<file path="src/design/etx_link_quality_estimator_core_assert.svh">
// ----------------------------------------------------------------------------
// Assertion macros for the link quality estimator
// Clocked on aclk, disabled while aresetn is low.
// ----------------------------------------------------------------------------
`ifndef ETX_LINK_QUALITY_ESTIMATOR_CORE_ASSERT_SVH
`define ETX_LINK_QUALITY_ESTIMATOR_CORE_ASSERT_SVH

// Condition that must hold at every clock edge out of reset
`define ETX_ASSERT_HOLDS(lbl, cond, msg) \
    lbl: assert property (@(posedge aclk) disable iff (!aresetn) (cond)) else $error(msg);

// Antecedent in this cycle implies consequent in the next
`define ETX_ASSERT_NEXT(lbl, ante, cons, msg) \
    lbl: assert property (@(posedge aclk) disable iff (!aresetn) (ante) |=> (cons)) else $error(msg);

`endif

</file>
<file path="src/design/etx_lqe_pkg.sv">
// ----------------------------------------------------------------------------
// etx_lqe_pkg
// Constants, codes and controller/datapath types of the link quality estimator.
// ----------------------------------------------------------------------------
package etx_lqe_pkg;

    // Algorithm constants
    localparam int QUICKSTART_STEPS = 12;
    localparam int QUICKSTART_ALPHA = 16384;
    localparam int MIN_LQ           = 6554;
    localparam int COST_SCALE       = 1024;
    localparam int COST_BROKEN      = 1048576;
    localparam int FRAC_BITS        = 16;
    localparam int MLQ_RESET        = 65536;
    localparam int LQ_MAX           = 65535;

    // Field widths
    localparam int LQ_W     = 16;
    localparam int ALPHA_W  = 16;
    localparam int MULT_W   = 17;
    localparam int MLQ_W    = 24;
    localparam int WARM_W   = 4;
    localparam int COST_W   = 21;
    localparam int ONE_W    = FRAC_BITS + 1;

    // Arithmetic widths
    localparam int PROD_W   = LQ_W + ONE_W;
    localparam int ACC_W    = PROD_W + 1;
    localparam int DEN_W    = 2 * LQ_W;
    localparam int SCALE_W  = $clog2(COST_SCALE + 1);
    localparam int NUM_W    = MLQ_W + SCALE_W;
    localparam int DVD_W    = NUM_W + FRAC_BITS;
    localparam int CMP_W    = DVD_W + DEN_W;
    localparam int QUOT_W   = $clog2(COST_BROKEN) + 1;
    localparam int CNT_W    = $clog2(QUOT_W);

    // Configuration port
    localparam int PADDR_W  = 3;
    localparam int PDATA_W  = 32;

    typedef enum logic [0:0] {
        REG_AGING_FACTOR = 1'b0
    } reg_idx_t;

    typedef enum logic [0:0] {
        OP_HELLO   = 1'b0,
        OP_FOREIGN = 1'b1
    } op_t;

    typedef enum logic [2:0] {
        ST_IDLE,
        ST_MUL,
        ST_UPD,
        ST_DEN,
        ST_CHK,
        ST_DIV,
        ST_FIN
    } state_t;

    // Controller to datapath
    typedef struct packed {
        logic take_hello;
        logic take_foreign;
        logic mul_en;
        logic upd_en;
        logic den_en;
        logic chk_en;
        logic div_step;
        logic load_out;
    } cmd_t;

    // Datapath to controller
    typedef struct packed {
        logic quick;
        logic div_last;
        logic out_busy;
    } status_t;

endpackage

</file>
<file path="src/design/etx_lqe_regs.sv">
// ----------------------------------------------------------------------------
// etx_lqe_regs
// APB register file holding the aging factor.
// ----------------------------------------------------------------------------
module etx_lqe_regs
    import etx_lqe_pkg::*;
(
    input  logic                aclk,
    input  logic                aresetn,
    input  logic                psel,
    input  logic                penable,
    input  logic                pwrite,
    input  logic [PADDR_W-1:0]  paddr,
    input  logic [PDATA_W-1:0]  pwdata,
    output logic [PDATA_W-1:0]  prdata,
    output logic                pready,
    output logic [ALPHA_W-1:0]  aging_factor
);

    logic [ALPHA_W-1:0] aging_reg;
    logic               wr_en;

    assign pready = 1'b1;
    assign wr_en  = psel && penable && pwrite;

    // register write, word index in paddr[2]
    always_ff @(posedge aclk) begin
        if (!aresetn) begin
            aging_reg <= ALPHA_W'(3277);
        end else if (wr_en) begin
            case (paddr[2])
                REG_AGING_FACTOR: aging_reg <= pwdata[ALPHA_W-1:0];
                default: ;
            endcase
        end
    end

    // read mux
    always_comb begin
        case (paddr[2])
            REG_AGING_FACTOR: prdata = PDATA_W'(aging_reg);
            default:          prdata = '0;
        endcase
    end

    assign aging_factor = aging_reg;

endmodule

</file>
<file path="src/design/etx_lqe_ctrl.sv">
// ----------------------------------------------------------------------------
// etx_lqe_ctrl
// Sequencer: request intake, quality update, cost division, result handoff.
// ----------------------------------------------------------------------------
`include "etx_link_quality_estimator_core_assert.svh"

module etx_lqe_ctrl
    import etx_lqe_pkg::*;
(
    input  logic    aclk,
    input  logic    aresetn,
    input  logic    s_valid,
    input  logic    s_operation,
    output logic    s_ready,
    input  status_t status,
    output cmd_t    cmd
);

    state_t state_reg, state_next;

    // state register
    always_ff @(posedge aclk) begin
        if (!aresetn) begin
            state_reg <= ST_IDLE;
        end else begin
            state_reg <= state_next;
        end
    end

    // next state and commands
    always_comb begin
        state_next = state_reg;
        cmd        = '0;
        s_ready    = 1'b0;
        case (state_reg)
            ST_IDLE: begin
                s_ready = 1'b1;
                if (s_valid) begin
                    if (s_operation == OP_FOREIGN) begin
                        cmd.take_foreign = 1'b1;
                    end else begin
                        cmd.take_hello = 1'b1;
                        state_next     = ST_MUL;
                    end
                end
            end
            ST_MUL: begin
                cmd.mul_en = 1'b1;
                state_next = ST_UPD;
            end
            ST_UPD: begin
                cmd.upd_en = 1'b1;
                state_next = ST_DEN;
            end
            ST_DEN: begin
                cmd.den_en = 1'b1;
                state_next = ST_CHK;
            end
            ST_CHK: begin
                cmd.chk_en = 1'b1;
                state_next = status.quick ? ST_FIN : ST_DIV;
            end
            ST_DIV: begin
                cmd.div_step = 1'b1;
                if (status.div_last) state_next = ST_FIN;
            end
            ST_FIN: begin
                // wait for the output register to free up
                if (!status.out_busy) begin
                    cmd.load_out = 1'b1;
                    state_next   = ST_IDLE;
                end
            end
            default: state_next = ST_IDLE;
        endcase
    end

    `ETX_ASSERT_NEXT(a_hello_blocks_intake, s_valid && s_ready && (s_operation == OP_HELLO), !s_ready, "hello request did not block intake")
    `ETX_ASSERT_NEXT(a_div_ends_in_fin, (state_reg == ST_DIV) && status.div_last, state_reg == ST_FIN, "division did not finish")

endmodule

</file>
<file path="src/design/etx_lqe_dp.sv">
// ----------------------------------------------------------------------------
// etx_lqe_dp
// Datapath: link state, EMA update, restoring cost divider, output register.
// ----------------------------------------------------------------------------
`include "etx_link_quality_estimator_core_assert.svh"

module etx_lqe_dp
    import etx_lqe_pkg::*;
(
    input  logic                aclk,
    input  logic                aresetn,
    input  cmd_t                cmd,
    output status_t             status,
    input  logic [ALPHA_W-1:0]  aging_factor,
    input  logic                s_hello_lost,
    input  logic [MULT_W-1:0]   s_loss_multiplier,
    input  logic                s_foreign_present,
    input  logic [LQ_W-1:0]     s_foreign_quality,
    input  logic [MLQ_W-1:0]    s_distance_multiplier,
    output logic                m_valid,
    input  logic                m_ready,
    output logic [COST_W-1:0]   m_link_cost,
    output logic [LQ_W-1:0]     m_local_quality
);

    // link state
    logic [LQ_W-1:0]    lq_reg, nlq_reg;
    logic [MLQ_W-1:0]   mlq_reg;
    logic [WARM_W-1:0]  warm_reg;
    logic               out_valid_reg;

    // per-request work registers
    logic [ALPHA_W-1:0] alpha_reg;
    logic               lost_reg;
    logic [MULT_W-1:0]  mult_reg;
    logic [PROD_W-1:0]  keep_reg, gain_reg;
    logic [DEN_W-1:0]   den_reg;
    logic               low_reg;
    logic               quick_reg;
    logic [DEN_W-1:0]   rem_reg;
    logic [QUOT_W-1:0]  dvd_reg, quot_reg;
    logic [CNT_W-1:0]   cnt_reg;
    logic [COST_W-1:0]  cost_out_reg;
    logic [LQ_W-1:0]    lq_out_reg;

    logic [ALPHA_W-1:0] alpha_sel;
    logic [ONE_W-1:0]   one_minus;
    logic [ACC_W-1:0]   acc_sum, acc_shift;
    logic [LQ_W-1:0]    lq_next;
    logic [CMP_W-1:0]   n_wide, d_wide;
    logic               quick;
    logic [DEN_W:0]     trial;
    logic               trial_ge;
    logic [QUOT_W-1:0]  cost_sat;

    // quickstart weight during warm-up
    assign alpha_sel = (warm_reg < WARM_W'(QUICKSTART_STEPS)) ?
                       ALPHA_W'(QUICKSTART_ALPHA) : aging_factor;
    assign one_minus = ONE_W'(1 << FRAC_BITS) - ONE_W'(alpha_reg);

    // EMA sum, scale back and saturate
    assign acc_sum   = ACC_W'(keep_reg) + ACC_W'(gain_reg);
    assign acc_shift = acc_sum >> FRAC_BITS;
    assign lq_next   = (acc_shift > ACC_W'(LQ_MAX)) ? LQ_W'(LQ_MAX) : acc_shift[LQ_W-1:0];

    // dividend mlq*scale*one, overflow when quotient needs more than QUOT_W bits
    assign n_wide = CMP_W'(NUM_W'(mlq_reg) * NUM_W'(COST_SCALE)) << FRAC_BITS;
    assign d_wide = CMP_W'(den_reg) << QUOT_W;
    assign quick  = low_reg || (den_reg == '0) || (n_wide >= d_wide);

    // one restoring step
    assign trial    = {rem_reg, dvd_reg[QUOT_W-1]};
    assign trial_ge = trial >= {1'b0, den_reg};

    // saturation and floor of one
    always_comb begin
        if (quot_reg > QUOT_W'(COST_BROKEN)) cost_sat = QUOT_W'(COST_BROKEN);
        else if (quot_reg == '0)             cost_sat = QUOT_W'(1);
        else                                 cost_sat = quot_reg;
    end

    assign status.quick    = quick;
    assign status.div_last = (cnt_reg == '0);
    assign status.out_busy = out_valid_reg && !m_ready;

    // link state and output valid
    always_ff @(posedge aclk) begin
        if (!aresetn) begin
            lq_reg        <= '0;
            nlq_reg       <= '0;
            mlq_reg       <= MLQ_W'(MLQ_RESET);
            warm_reg      <= '0;
            out_valid_reg <= 1'b0;
        end else begin
            if (cmd.take_foreign) begin
                if (s_foreign_present) begin
                    nlq_reg <= s_foreign_quality;
                    mlq_reg <= s_distance_multiplier;
                end else begin
                    nlq_reg <= '0;
                end
            end
            if (cmd.take_hello && (warm_reg < WARM_W'(QUICKSTART_STEPS))) begin
                warm_reg <= warm_reg + WARM_W'(1);
            end
            if (cmd.upd_en) lq_reg <= lq_next;
            if (cmd.load_out)  out_valid_reg <= 1'b1;
            else if (m_ready)  out_valid_reg <= 1'b0;
        end
    end

    // work registers
    always_ff @(posedge aclk) begin
        if (cmd.take_hello) begin
            alpha_reg <= alpha_sel;
            lost_reg  <= s_hello_lost;
            mult_reg  <= s_loss_multiplier;
        end
        if (cmd.mul_en) begin
            keep_reg <= PROD_W'(lq_reg) * PROD_W'(one_minus);
            gain_reg <= lost_reg ? '0 : PROD_W'(alpha_reg) * PROD_W'(mult_reg);
        end
        if (cmd.den_en) begin
            den_reg <= DEN_W'(lq_reg) * DEN_W'(nlq_reg);
            low_reg <= (lq_reg < LQ_W'(MIN_LQ)) || (nlq_reg < LQ_W'(MIN_LQ));
        end
        if (cmd.chk_en) begin
            quick_reg <= quick;
            rem_reg   <= DEN_W'(n_wide >> QUOT_W);
            dvd_reg   <= n_wide[QUOT_W-1:0];
            quot_reg  <= '0;
            cnt_reg   <= CNT_W'(QUOT_W - 1);
        end
        if (cmd.div_step) begin
            rem_reg  <= trial_ge ? DEN_W'(trial - {1'b0, den_reg}) : trial[DEN_W-1:0];
            quot_reg <= {quot_reg[QUOT_W-2:0], trial_ge};
            dvd_reg  <= dvd_reg << 1;
            cnt_reg  <= cnt_reg - CNT_W'(1);
        end
        if (cmd.load_out) begin
            cost_out_reg <= quick_reg ? COST_W'(COST_BROKEN) : COST_W'(cost_sat);
            lq_out_reg   <= lq_reg;
        end
    end

    assign m_valid         = out_valid_reg;
    assign m_link_cost     = cost_out_reg;
    assign m_local_quality = lq_out_reg;

    `ETX_ASSERT_HOLDS(a_rem_below_den, !cmd.div_step || (rem_reg < den_reg), "partial remainder reached divisor")
    `ETX_ASSERT_HOLDS(a_cost_range, !out_valid_reg || ((cost_out_reg != '0) && (cost_out_reg <= COST_W'(COST_BROKEN))), "link cost out of range")

endmodule

</file>
<file path="src/design/etx_link_quality_estimator_core.sv">
// ----------------------------------------------------------------------------
// etx_link_quality_estimator_core
// ETX-style link quality estimator and link cost unit for one link.
// ----------------------------------------------------------------------------
// Usage:
//   Requests enter on the s_ channel (valid/ready). A hello-slot request ages
//   the local quality by an EMA and yields one result on the m_ channel: the
//   link cost and the updated local quality. A foreign-hello request stores
//   the neighbour quality and mobility multiplier and yields no result.
//   One request is in work at a time. A foreign hello is taken in the idle
//   state. A hello slot passes the multiply, update, denominator and check
//   states, a one-bit-per-cycle restoring divider of 21 steps and handoff;
//   if the cost is settled early (quality below minimum or cost saturated)
//   the divider is skipped. The result sits in an output register, so the
//   next request is accepted while a result waits; a stalled receiver holds
//   the sequencer only when a second result is ready to be loaded. The aging
//   factor is written over APB at address 0 while the block is idle; the
//   user must keep to this, the block itself does not enforce it. Reset
//   (aresetn low, synchronous) clears qualities and warm-up count, sets the
//   mobility multiplier to 1.0 and the aging factor to 3277.
// ----------------------------------------------------------------------------
module etx_link_quality_estimator_core
    import etx_lqe_pkg::*;
(
    input  logic                aclk,
    input  logic                aresetn,
    // APB configuration
    input  logic                psel,
    input  logic                penable,
    input  logic                pwrite,
    input  logic [PADDR_W-1:0]  paddr,
    input  logic [PDATA_W-1:0]  pwdata,
    output logic [PDATA_W-1:0]  prdata,
    output logic                pready,
    // request channel
    input  logic                s_valid,
    output logic                s_ready,
    input  logic                s_operation,
    input  logic                s_hello_lost,
    input  logic [MULT_W-1:0]   s_loss_multiplier,
    input  logic                s_foreign_present,
    input  logic [LQ_W-1:0]     s_foreign_quality,
    input  logic [MLQ_W-1:0]    s_distance_multiplier,
    // result channel
    output logic                m_valid,
    input  logic                m_ready,
    output logic [COST_W-1:0]   m_link_cost,
    output logic [LQ_W-1:0]     m_local_quality
);

    logic [ALPHA_W-1:0] aging_factor;
    cmd_t               cmd;
    status_t            status;

    etx_lqe_regs u_regs (
        .aclk         (aclk),
        .aresetn      (aresetn),
        .psel         (psel),
        .penable      (penable),
        .pwrite       (pwrite),
        .paddr        (paddr),
        .pwdata       (pwdata),
        .prdata       (prdata),
        .pready       (pready),
        .aging_factor (aging_factor)
    );

    etx_lqe_ctrl u_ctrl (
        .aclk        (aclk),
        .aresetn     (aresetn),
        .s_valid     (s_valid),
        .s_operation (s_operation),
        .s_ready     (s_ready),
        .status      (status),
        .cmd         (cmd)
    );

    etx_lqe_dp u_dp (
        .aclk                  (aclk),
        .aresetn               (aresetn),
        .cmd                   (cmd),
        .status                (status),
        .aging_factor          (aging_factor),
        .s_hello_lost          (s_hello_lost),
        .s_loss_multiplier     (s_loss_multiplier),
        .s_foreign_present     (s_foreign_present),
        .s_foreign_quality     (s_foreign_quality),
        .s_distance_multiplier (s_distance_multiplier),
        .m_valid               (m_valid),
        .m_ready               (m_ready),
        .m_link_cost           (m_link_cost),
        .m_local_quality       (m_local_quality)
    );

endmodule

</file>
<file path="config.mk">
export PLATFORM = sky130hd
export DESIGN_NAME = etx_link_quality_estimator_core
export DESIGN_NICKNAME = d
export VERILOG_FILES = /design/src/design/etx_lqe_pkg.sv /design/src/design/etx_lqe_regs.sv /design/src/design/etx_lqe_ctrl.sv /design/src/design/etx_lqe_dp.sv /design/src/design/etx_link_quality_estimator_core.sv
export VERILOG_INCLUDE_DIRS = /design/src /design/src/design
export SDC_FILE = /design/constraint.sdc
export NUM_CORES = 2
export LEC_CHECK = 0
export ABC_CLOCK_PERIOD_IN_PS = 9000
export BUFFER_PORTS_ARGS = -buffer_cell sky130_fd_sc_hd__clkbuf_2
export CELL_PAD_IN_SITES_DETAIL_PLACEMENT = 0
export CELL_PAD_IN_SITES_GLOBAL_PLACEMENT = 1
export CORE_UTILIZATION = 51
export DETAILED_ROUTE_END_ITERATION = 8
export GPL_ROUTABILITY_DRIVEN = 0
export PLACE_DENSITY_LB_ADDON = 0.1
export SYNTH_ARGS = -nofsm -noshare
export SYNTH_HDL_FRONTEND = slang
export SYNTH_SLANG_ARGS = --single-unit
export TNS_END_PERCENT = 20
</file>
<file path="constraint.sdc">
create_clock -name aclk -period 9 [get_ports aclk]
set_clock_uncertainty 0.05 [all_clocks]
set_input_delay 0.45 -clock aclk [delete_from_list [all_inputs] [get_ports aclk]]
set_output_delay 0.45 -clock aclk [all_outputs]
set_load 0.005 [all_outputs]
</file>
==> metrics.md <==
| Metric | Value |
|---|---|
| Die ar. | 0.08225 mm² |
| Reg clk slew, reported paths | 0.06 ns |
| Iter 0 DRT Violations | 1407 |
| Multi-input logic area | roughly 0.029 mm² |
| # rows | between 100 and 150 |
| Mapped Cells | roughly 4400 |
| Post-CTS Hold Buffers | 18 |
| Worst setup path startpoint | u_dp.alpha_reg[5]$_SDFFCE_PN0P_ |
| CP max-delay cell | a2111oi_1 |
| First-pass DRT Iterations | 5 |
| Final setup fails | 0 |
| Largest net degree at the start of global routing | 82 |
| Worst VDD drop | 0.4005 mV |
| Die H | 286.8 µm |
| Kind of critical path | flop to flop |
| Pre-CTS setup slack | a little over 0.9 ns |
| Max-Cap Viols | 0 |
| CTS-repair resized insts | 0 |
| FF-to-FF Start | u_dp.alpha_reg[5]$_SDFFCE_PN0P_ |
| Power per Cell Area | about 210 mW/mm² |
| Hold Crit Class | primary input to flop |
| Global-route wire length before repair | about 170 mm |
| CTS Buf Count | 39 |
| I/O pin total | 174 |
| Vias in the first global route | a little over 30000 |
| Final net count | 5599 |
| FMAX | ~120 MHz |
| Worst endpoint data arrival time | 8.36 ns |
| Flops & latches, synth | approximately 310 |
| Warnings, synthesis | 0 |
| Worst EP required | approximately 9.2 ns |
| Dpl hpwl | 81.51 mm |
| All-layer global routing usage | 0.2646 |
| Startpoint types | flop |
| Most used cell along the critical path | fa_1 |
| Share of synthesized registers carrying an async set or reset | 0 |
| Drt wl/cell | 18.81 µm |
| Post-synthesis cell type count | 80 |
| Most used DFF post-synth | edfxtp_1 |
| Final period util | 0.9028 |
| Synth cell count leaders | inv_1, nand2_1, fa_1 |
| Filler cells | between 7000 and 8000 |
| Initial core utilization | 0.5144 |
| Leak | 21.81 nW |
| Die width | around 290 µm |
| Root buf cell | clkbuf_16 |
| R2R Setup Slk | 0.87 ns |
| Crit-path max FO | 13 |
| Final setup margin | approximately 0.9 ns |
| Share of the synthesized area in the top cell type | 0.2957 |
| Antenna-violating nets left | 0 |
| Layout cells sized above 1 | 0.07070 |
| Fin Setup TNS | 0 ns |
| Crit end category | flop |
| Syn Area/Cell | 9.363 µm² |
| Initial antenna violation count | 1 |
| RSZ-0062 raised after global routing | false |
| Outcome | finished, final reports clean |
| Sequential area share after synthesis | 0.2049 |
| Grt total ovfl | 0 |
| Setup crit end | u_dp.keep_reg[31]$_DFFE_PP_ |
| Clk_lat worst skew | ~0.58 ns |
| Clock Sinks | 309 |
| Slew margin rel. | 0.2581 |
| Area Growth Syn to Fin | 7.924% |
| Synthesized area | 0.04137 mm² |
| DRC Markers | 0 |
| Tightest Pin Transition | 1.085 ns |
| Final Util | 0.5552 |
| Max-slew violation count | 0 |
| Sequential Area | 0.008479 mm² |
| Number of synthesized flops with an enable pin | between 200 and 250 |
| Hold Fails Final Rpt | 0 |
| Synth top area cells | fa_1, edfxtp_1, ha_1 |
| CTS tree | built |
| Routed wire length | 104.8 mm |
| Postcts setup bufs | 0 |
| Final min period | 8.125 ns |
| DR vias | between 20000 and 30000 |
| Buffer depth of the longest clock path | 3 |
| Core area | 0.08042 mm² |
| Area leader, netlist | fa_1 |
| Drt via density | 5.338 |
| H-Tree Depth | 2 |
| RR Endpoint | u_dp.keep_reg[31]$_DFFE_PP_ |
| Most frequent cell after synthesis | inv_1 |
| Critical Path Max Stage Delay | 0.54 ns |
| IO buf count | 138 |
| R2R cell count | 30 |
-- power breakdown --
part / total, mW / switching (mW) / leakage (nW) / internal [mW]
sequential: 1.92 / 0.133 / 2.77 / 1.79
clock: 1.60 / 0.662 / 0.639 / 0.939
combinational: 5.94 / 3.42 / 18.4 / 2.52
-- worst min-delay path by stage --
| stage | start | end | slack [ns] | depth (start not counted) |
|---|---|---|---|---|
| 4_1_cts | s_distance_multiplier[2] | u_dp.mlq_reg[2]$_SDFFE_PN0P_ | 0.01 | 3 |
| 6_report | pwdata[2] | u_regs.aging_factor[2]$_SDFFE_PN1P_ | 0.04 | 3 |
| 2_1_floorplan | u_dp.lq_reg[10]$_SDFFE_PN0P_ | u_dp.m_local_quality[10]$_DFFE_PP_ | 0.36 | 0 |
| 3_5_place_dp | u_regs.aging_factor[5]$_SDFFE_PN0P_ | u_regs.aging_factor[5]$_SDFFE_PN0P_ | 0.42 | 2 |
| 5_1_grt | pwdata[4] | u_regs.aging_factor[4]$_SDFFE_PN0P_ | 0.04 | 3 |
| 3_3_place_gp | u_regs.aging_factor[5]$_SDFFE_PN0P_ | u_regs.aging_factor[5]$_SDFFE_PN0P_ | 0.42 | 2 |
-- kinds of logic (layout without fill, tap and decap cells) --
| kind of cell | count (synthesis) | after routing | share of synthesized area |
|---|---|---|---|
| mux | 28 | 28 | 0.006775 |
| flops | 309 | 309 | 0.2049 |
| compound gates | 507 | 507 | 0.07900 |
| fa+ha+maj | 1016 | 1016 | 0.4182 |
| buf+inv | 995 | 1074 | 0.09237 |
| other cells | 2 | 18 | 0.0001815 |
| xor+xnor | 138 | 138 | 0.02922 |
| simple gates | 1423 | 1423 | 0.1693 |
-- worst max-delay path, delay by kind of cell (launching register included) --
family / cells / cell delay (ns)
flip-flops: 1 / 0.40
XOR/XNOR: 2 / 0.40
adder cells (fa/ha/maj): 7 / 3.12
AND/OR/NAND/NOR: 8 / 1.46
AO/OA/AOI/OAI: 6 / 1.51
buffers and inverters: 7 / 0.90
-- through the flow --
| step | hold slack, ns | cell area [µm²] | cells | power, mW |
|---|---|---|---|---|
| 2_1_floorplan | 0.3564 | 41420 | 4433 | 6.430 |
| 3_3_place_gp | 0.4160 | 43140 | 5482 | 7.952 |
| 3_5_place_dp | 0.4189 | 43140 | 5482 | 7.941 |
| 4_1_cts | 0.01103 | 44640 | 5572 | 9.615 |
| 5_1_grt | 0.03802 | 44640 | 5572 | 10.44 |
| 6_report | 0.04218 | 44650 | 5573 | 9.464 |
-- metal layers --
layer,global-route usage,part of all wire,vias up
met4,0.04840,0.018,0
met2,0.4664,0.50,537
met3,0.02849,0.042,96
met5,0,0,-
li1,-,-,14093
met1,0.3543,0.44,15024
-- layout make-up --
| class | instances | share of cell area |
|---|---|---|
| flip-flops and latches | 309 | 0.1899 |
| inverters | 764 | 0.06423 |
| repair buffers | 238 | 0.03329 |
| well taps | 1060 | 0.02971 |
| diodes | 1 | 0.00005605 |
| clock inverters | 25 | 0.006025 |
| clock buffers | 47 | 0.02368 |
| multi-input cells | 3129 | 0.6531 |
-- cell usage in the layout, fill, tap and decap left out, types with 74 or more instances in the layout --
cell type / count
a21o_1: 74
a21oi_1: 175
and2_1: 394
buf_4: 82
clkbuf_2: 138
dfxtp_1: 79
edfxtp_1: 229
fa_1: 611
ha_1: 405
inv_1: 763
nand2_1: 622
nor2_1: 113
o21ai_0: 98
xnor2_1: 82
(Power assumes the default switching activity.)
